`src/hw/rtl/assert_macros.svh`:
```
// ----------------------------------------------------------------------------
// assert_macros.svh
// shared concurrent assertion macros, clocked on clk with synchronous rst
// ----------------------------------------------------------------------------
`ifndef ASSERT_MACROS_SVH
`define ASSERT_MACROS_SVH

// property must hold on every edge outside reset
`define ASSERT_ALWAYS(label, clk, rst, prop) \
  label: assert property (@(posedge clk) disable iff (rst) (prop)) \
    else $error("%m: assertion failed");

// when the antecedent holds the consequent holds on the same edge
`define ASSERT_IMPLIES(label, clk, rst, ante, cons) \
  label: assert property (@(posedge clk) disable iff (rst) (ante) |-> (cons)) \
    else $error("%m: assertion failed");

`endif

```
`src/hw/rtl/pli_pkg.sv`:
```
// ----------------------------------------------------------------------------
// pli_pkg
// types and constants of the positional list insert/remove block
// ----------------------------------------------------------------------------
`default_nettype none

package pli_pkg;

  localparam int CAPACITY_DEF = 64;

  localparam int POS_W    = 7;
  localparam int VAL_W    = 32;
  localparam int STATUS_W = 2;
  localparam int LEN_W    = 7;

  typedef enum logic {
    REQ_INSERT = 1'b0,
    REQ_REMOVE = 1'b1
  } req_t;

  typedef enum logic [STATUS_W-1:0] {
    ST_OK    = 2'd0,
    ST_RANGE = 2'd1,
    ST_FULL  = 2'd2
  } status_t;

  typedef enum logic [2:0] {
    S_IDLE,
    S_TAKE,
    S_CHECK,
    S_MOVE,
    S_PUT,
    S_FINISH
  } state_t;

endpackage

`default_nettype wire

```
`src/hw/rtl/positional_list_insert_remove_top.sv`:
```
// ----------------------------------------------------------------------------
// positional_list_insert_remove_top
// ordered list of signed values with insert and remove at a position
// ----------------------------------------------------------------------------
// Each transaction inserts a value at a position from 0 to the length or
// removes the entry at a position below the length, and returns one result
// with status, removed value and new length. Entries live in a single
// memory with registered read; a sequencer moves one entry at a time,
// alternating check and move states, through one shared index adder and
// compare. A rejected transaction answers in the next cycle. A new
// transaction is taken once the previous result has been taken or is
// being taken. No clearing pass is needed after reset.
`default_nettype none

`include "assert_macros.svh"

module positional_list_insert_remove_top
  import pli_pkg::*;
#(
  parameter int CAPACITY = CAPACITY_DEF
) (
  input  wire logic                       clk,
  input  wire logic                       rst,
  input  wire logic                       in_valid,
  output logic                            in_stall,
  input  wire logic                       req_type,
  input  wire logic        [POS_W-1:0]    position,
  input  wire logic signed [VAL_W-1:0]    value,
  output logic                            out_valid,
  input  wire logic                       out_stall,
  output logic             [STATUS_W-1:0] status,
  output logic signed      [VAL_W-1:0]    removed_value,
  output logic             [LEN_W-1:0]    length
);

  localparam int ADDR_W = (CAPACITY > 1) ? $clog2(CAPACITY) : 1;
  localparam int CNT_W  = $clog2(CAPACITY + 1);
  localparam int CMP_W  = (CNT_W > POS_W) ? CNT_W : POS_W;

  state_t state, state_next;

  logic [VAL_W-1:0] mem [CAPACITY];
  logic [VAL_W-1:0] rdata;

  logic [CNT_W-1:0]  count;
  logic [CNT_W-1:0]  idx;
  logic [CMP_W-1:0]  pos_r;
  logic [VAL_W-1:0]  val_r;
  logic [VAL_W-1:0]  taken;
  req_t              op;

  status_t           status_r;
  logic [VAL_W-1:0]  removed_r;
  logic [LEN_W-1:0]  length_r;

  logic              in_fire;
  logic [CMP_W-1:0]  pos_ext;
  logic [CMP_W-1:0]  count_ext;
  logic              reject;
  status_t           reject_code;
  logic [CNT_W-1:0]  step;
  logic              more;

  logic              mem_we;
  logic [ADDR_W-1:0] waddr;
  logic [ADDR_W-1:0] raddr;
  logic [VAL_W-1:0]  wdata;

  assign in_fire   = in_valid && !in_stall;
  assign pos_ext   = CMP_W'(position);
  assign count_ext = CMP_W'(count);

  // request check on acceptance
  always_comb begin
    reject      = 1'b0;
    reject_code = ST_OK;
    if (req_t'(req_type) == REQ_INSERT) begin
      if (pos_ext > count_ext) begin
        reject      = 1'b1;
        reject_code = ST_RANGE;
      end else if (count == CNT_W'(CAPACITY)) begin
        reject      = 1'b1;
        reject_code = ST_FULL;
      end
    end else if (pos_ext >= count_ext) begin
      reject      = 1'b1;
      reject_code = ST_RANGE;
    end
  end

  // shared index unit
  always_comb begin
    if (op == REQ_REMOVE) begin
      step = idx + CNT_W'(1);
      more = step < count;
    end else begin
      step = idx - CNT_W'(1);
      more = CMP_W'(idx) > pos_r;
    end
  end

  // next state
  always_comb begin
    state_next = state;
    unique case (state)
      S_IDLE: begin
        if (in_fire && !reject) begin
          state_next = (req_t'(req_type) == REQ_REMOVE) ? S_TAKE : S_CHECK;
        end
      end
      S_TAKE:   state_next = S_CHECK;
      S_CHECK: begin
        if (more) begin
          state_next = S_MOVE;
        end else begin
          state_next = (op == REQ_REMOVE) ? S_FINISH : S_PUT;
        end
      end
      S_MOVE:   state_next = S_CHECK;
      S_PUT:    state_next = S_FINISH;
      S_FINISH: state_next = S_IDLE;
      default:  state_next = S_IDLE;
    endcase
  end

  // outputs
  always_comb begin
    in_stall = (state != S_IDLE) || (out_valid && out_stall);
    mem_we   = (state == S_MOVE) || (state == S_PUT);
    raddr    = (state == S_IDLE) ? pos_ext[ADDR_W-1:0] : step[ADDR_W-1:0];
    waddr    = (state == S_PUT) ? pos_r[ADDR_W-1:0] : idx[ADDR_W-1:0];
    wdata    = (state == S_PUT) ? val_r : rdata;
  end

  // entry memory
  always_ff @(posedge clk) begin
    if (mem_we) begin
      mem[waddr] <= wdata;
    end
    rdata <= mem[raddr];
  end

  always_ff @(posedge clk) begin
    if (rst) begin
      state <= S_IDLE;
    end else begin
      state <= state_next;
    end
  end

  // control registers
  always_ff @(posedge clk) begin
    if (rst) begin
      count     <= '0;
      out_valid <= 1'b0;
    end else begin
      if (((state == S_IDLE) && in_fire && reject) || (state == S_FINISH)) begin
        out_valid <= 1'b1;
      end else if (out_valid && !out_stall) begin
        out_valid <= 1'b0;
      end
      if (state == S_PUT) begin
        count <= count + CNT_W'(1);
      end
      if ((state == S_CHECK) && !more && (op == REQ_REMOVE)) begin
        count <= count - CNT_W'(1);
      end
    end
  end

  // payload registers
  always_ff @(posedge clk) begin
    if ((state == S_IDLE) && in_fire) begin
      op    <= req_t'(req_type);
      pos_r <= pos_ext;
      val_r <= value;
      idx   <= (req_t'(req_type) == REQ_REMOVE) ? pos_ext[CNT_W-1:0] : count;
      taken <= '0;
      if (reject) begin
        status_r  <= reject_code;
        removed_r <= '0;
        length_r  <= LEN_W'(count);
      end
    end
    if (state == S_TAKE) begin
      taken <= rdata;
    end
    if (state == S_MOVE) begin
      idx <= step;
    end
    if (state == S_FINISH) begin
      status_r  <= ST_OK;
      removed_r <= taken;
      length_r  <= LEN_W'(count);
    end
  end

  assign status        = status_r;
  assign removed_value = removed_r;
  assign length        = length_r;

  // checks
  `ASSERT_ALWAYS(a_count_bound, clk, rst, count <= CNT_W'(CAPACITY))
  `ASSERT_IMPLIES(a_no_write_idle, clk, rst, state == S_IDLE, !mem_we)
  `ASSERT_IMPLIES(a_result_source, clk, rst, $rose(out_valid),
    $past(state == S_FINISH) || $past(in_fire && reject))
  `ASSERT_IMPLIES(a_idx_bound, clk, rst, state == S_CHECK, idx <= count)

endmodule

`default_nettype wire

```
`config.mk`:
```
export PLATFORM = sky130hd
export DESIGN_NAME = positional_list_insert_remove_top
export DESIGN_NICKNAME = d
export VERILOG_FILES = /design/src/hw/rtl/pli_pkg.sv /design/src/hw/rtl/positional_list_insert_remove_top.sv
export VERILOG_INCLUDE_DIRS = /design/src /design/src/hw/rtl
export SDC_FILE = /design/constraint.sdc
export NUM_CORES = 2
export LEC_CHECK = 0
export BUFFER_PORTS_ARGS = -buffer_cell sky130_fd_sc_hd__buf_2
export CORE_ASPECT_RATIO = 2
export CORE_MARGIN = 5
export CORE_UTILIZATION = 45
export CTS_BUF_LIST = sky130_fd_sc_hd__clkbuf_4 sky130_fd_sc_hd__clkbuf_8 sky130_fd_sc_hd__clkbuf_16
export DETAILED_ROUTE_END_ITERATION = 16
export PLACE_DENSITY = 0.61
export SYNTH_ARGS = -nofsm -noshare
export SYNTH_HDL_FRONTEND = slang
export SYNTH_SLANG_ARGS = --single-unit
```
`constraint.sdc`:
```
create_clock -name clk -period 3.7 [get_ports clk]
set_input_delay 0.555 -clock clk [delete_from_list [all_inputs] [get_ports clk]]
set_output_delay 0.555 -clock clk [all_outputs]
set_load 0.005 [all_outputs]
```
==> results.sh <==
export IMPL_period_minus_slack_ps=3630
export IMPL_synthArstFlopShare_pct=0
export IMPL_drv_slew=0
export IMPL_avgSynthCellArea_um2=21.6
export IMPL_dp_worst_setup_slack_ps=-51.9
export IMPL_crit_type="flop to flop"
export IMPL_power_density_mw_per_mm2=720
export IMPL_portBuffers=86
export IMPL_total_power_mw=71.4
export IMPL_final_cell_mix="edfxtp_1 (2166), mux4_2 (512), buf_4 (263), clkbuf_16 (202), nand2_1 (127)"
export IMPL_path_clk_slew_ps=70
export IMPL_netlist_instances=3907
export IMPL_worst_pin_slew_ps=933
export IMPL_cts_sinks=2211
export IMPL_fmax_ghz=0.276
export IMPL_holdWs_ps=88.3
export IMPL_startpoint="idx[0]$_DFFE_PP_"
export IMPL_setup_viol=0
export IMPL_area_growth_pct=17.3
export IMPL_finalCritPeriodShare_pct=98.0
export IMPL_start_util_pct=45.1
export IMPL_seqCellArea_mm2=0.0659
export IMPL_numCtsBuffers=199
export IMPL_ant_nets=0
export IMPL_startpoint_type="flop"
export IMPL_fp_dieH_um=623
export IMPL_drive_above_1_share_pct=31.4
export IMPL_final_util_pct=52.9
export IMPL_grt_overflow=0
export IMPL_fill_cells=14300
export IMPL_critPathRequiredTime_ps=4380
export IMPL_num_vias=42700
export IMPL_syn_num_nets=3979
export IMPL_min_path_type="input pin to flop"
export IMPL_slowest_stage="or4b_1"
export IMPL_drt_wl_total_um=231000
export IMPL_drt_iter0_drc=4977
export IMPL_antenna_found_initial=11
export IMPL_cts_tree="done"
export IMPL_cts_root_buf="clkbuf_16"
export IMPL_drcViolationCount=0
export IMPL_gp_congestion=0.869
export IMPL_slew_headroom_pct=37.8
export IMPL_dr_pass1_iters=5
export IMPL_path_max_fanout=10
export IMPL_yosys_warnings=0
export IMPL_setup_ws_ps=74.6
export IMPL_mostFrequentLayoutCell="edfxtp_1"
export IMPL_path_cells="inv_1, ha_1, or4b_1, and3b_1, o2111ai_2, nand2_1, and2_1, buf_12, buf_4, a22oi_1, nand4_1, buf_4, or4_1"
export IMPL_skew_ps=51.2
export IMPL_fin_area_mm2=0.0991
export IMPL_regToRegStartpoint="idx[0]$_DFFE_PP_"
export IMPL_status="complete, no violations"
export IMPL_rows=225
export IMPL_rsz0062_at_grt="false"
export IMPL_grt_max_degree=65
export IMPL_chipWidth_um=316
export IMPL_crit_family="simple AND/OR/NAND/NOR gates"
export IMPL_globalRouteTotalUtil_pct=23.4
export IMPL_path_common_cell="buf_4"
export IMPL_dieArea_mm2=0.197
export IMPL_synth_edf_count=2166
export IMPL_routedWlPerCell_um=32.7
export IMPL_synth_top_flop_cell="edfxtp_1"
export IMPL_multi_input_area_mm2=0.0180
export IMPL_htreeDepth=4
export IMPL_grt_pass1_wl_um=328000
export IMPL_ys_ff_latch=2211
export IMPL_crit_path_end_kind="flop"
export IMPL_first_global_vias=43600
export IMPL_drt_vias_per_instance=6.02
export IMPL_coreArea_mm2=0.187
export IMPL_worstHoldStart="position[5]"
export IMPL_nets=4472
export IMPL_clock_path_buffers=4
export IMPL_clk_latency_ps=830
export IMPL_worstPathArrival_ps=4310
export IMPL_vdd_drop_max_uv=652
export IMPL_io_pins=87
export IMPL_synth_cell_area_mm2=0.0844
export IMPL_ys_types=60
export IMPL_ys_seq_area_share_pct=78.1
export IMPL_dp_hpwl_um=141000
export IMPL_slowest_delay_ps=510
export IMPL_place_area_mm2=0.0919
export IMPL_maxCapViolCount=0
export IMPL_hold_viol=0
export IMPL_leakagePower_nw=32.2
export IMPL_critPathBufInv=4
[cell families after synthesis]
logic type	share of synthesized area [%]
and+or+nand+nor	3.62
muxes	13.8
xor gates and xnor gates	0.166
adders and majority gates	0.424
DFF	78.1
AOI/OAI and AO/OA	2.39
buffers and inverters	1.47
[what timing repair did]
item / in CTS / in global routing
pin swaps: 1 / 3
buffers inserted: 3 / 1
hold endpoints to repair: 38 / 0
setup endpoints to repair: 2 / 9
cloned: 0 / 1
resized for setup: 1 / 9
hold buffers: 38 / 0
[power by group]
| group | internal (mW) | switching (mW) |
|---|---|---|
| clock network | 12.1 | 8.95 |
| logic | 6.91 | 11.3 |
| registers | 31.7 | 0.414 |
[worst paths after layout]
kind | endpoint | slack [ps] | cells after the start
max | rdata[29]$_DFF_P_ | 70 | 13
min | pos_r[5]$_DFFE_PP_ | 90 | 1
max reg2reg | rdata[29]$_DFF_P_ | 70 | 13
min reg2reg | status[1]$_SDFFE_PP0P_ | 470 | 1
[layout make-up]
cell class,instances,share of cell area (%)
sequential,2211,66.6
multi-input combinational,1451,18.1
clock buffer,238,5.37
timing repair buffer,512,5.32
tap,2497,3.15
clock inverter,117,1.27
inverter,25,0.0947
antenna,33,0.0834
[flip-flops by register name (all words and copies together), names as in the netlist]
signal and cells:
pos_r 7, count 7, val_r 32, state 3, idx 7, removed_value 32, taken 32, rdata 32
length 7, out_valid 1, mem 2048, op 1, status 2
[cells in the mapped netlist (3+ instances only)]
library cell  count  area share, %
edfxtp_1       2166             77
mux4_2          512             14
nand2_1         159           0.71
clkbuf_1         98           0.44
nand3_1          97           0.57
a22oi_1          94           0.84
and3_1           94           0.70
nor2_1           86           0.38
buf_2            72           0.43
a21oi_1          57           0.34
a22o_1           55           0.57
nand4_1          52           0.39
and2_1           45           0.33
dfxtp_1          45            1.1
ha_1             27           0.40
buf_6            25           0.33
inv_1            25           0.11
a211oi_1         17           0.15
a21o_1           17           0.15
nor3_1           16          0.095
mux2i_1          14           0.17
buf_1            13          0.058
buf_4            12           0.11
o31ai_1          12           0.11
or4_1            12           0.11
xnor2_1          12           0.12
or3_1             9          0.067
nand2b_1          6          0.044
o21ai_0           6          0.036
nand3b_1          5          0.044
nor2b_1           5          0.037
nor4_1            4          0.030
xor2_1            4          0.041
and4_1            3          0.031
o21a_1            3          0.027
[routing by layer]
metal  routed length, µm  track usage, %  vias up
li1                    -               -    17400
met1               87100            31.1    23000
met2              118000            39.6     1900
met3               16200            3.06      379
met4               10300            8.89        0
met5                   0               0        -
[through the flow]
step,instances,setup TNS (ps)
after detailed placement,6653,-75.2
after CTS,7049,0
after floorplan,3907,0
after global placement,6653,-39.2
final,7084,0
after global routing,7083,0
Power figures use the tool's default switching activity.
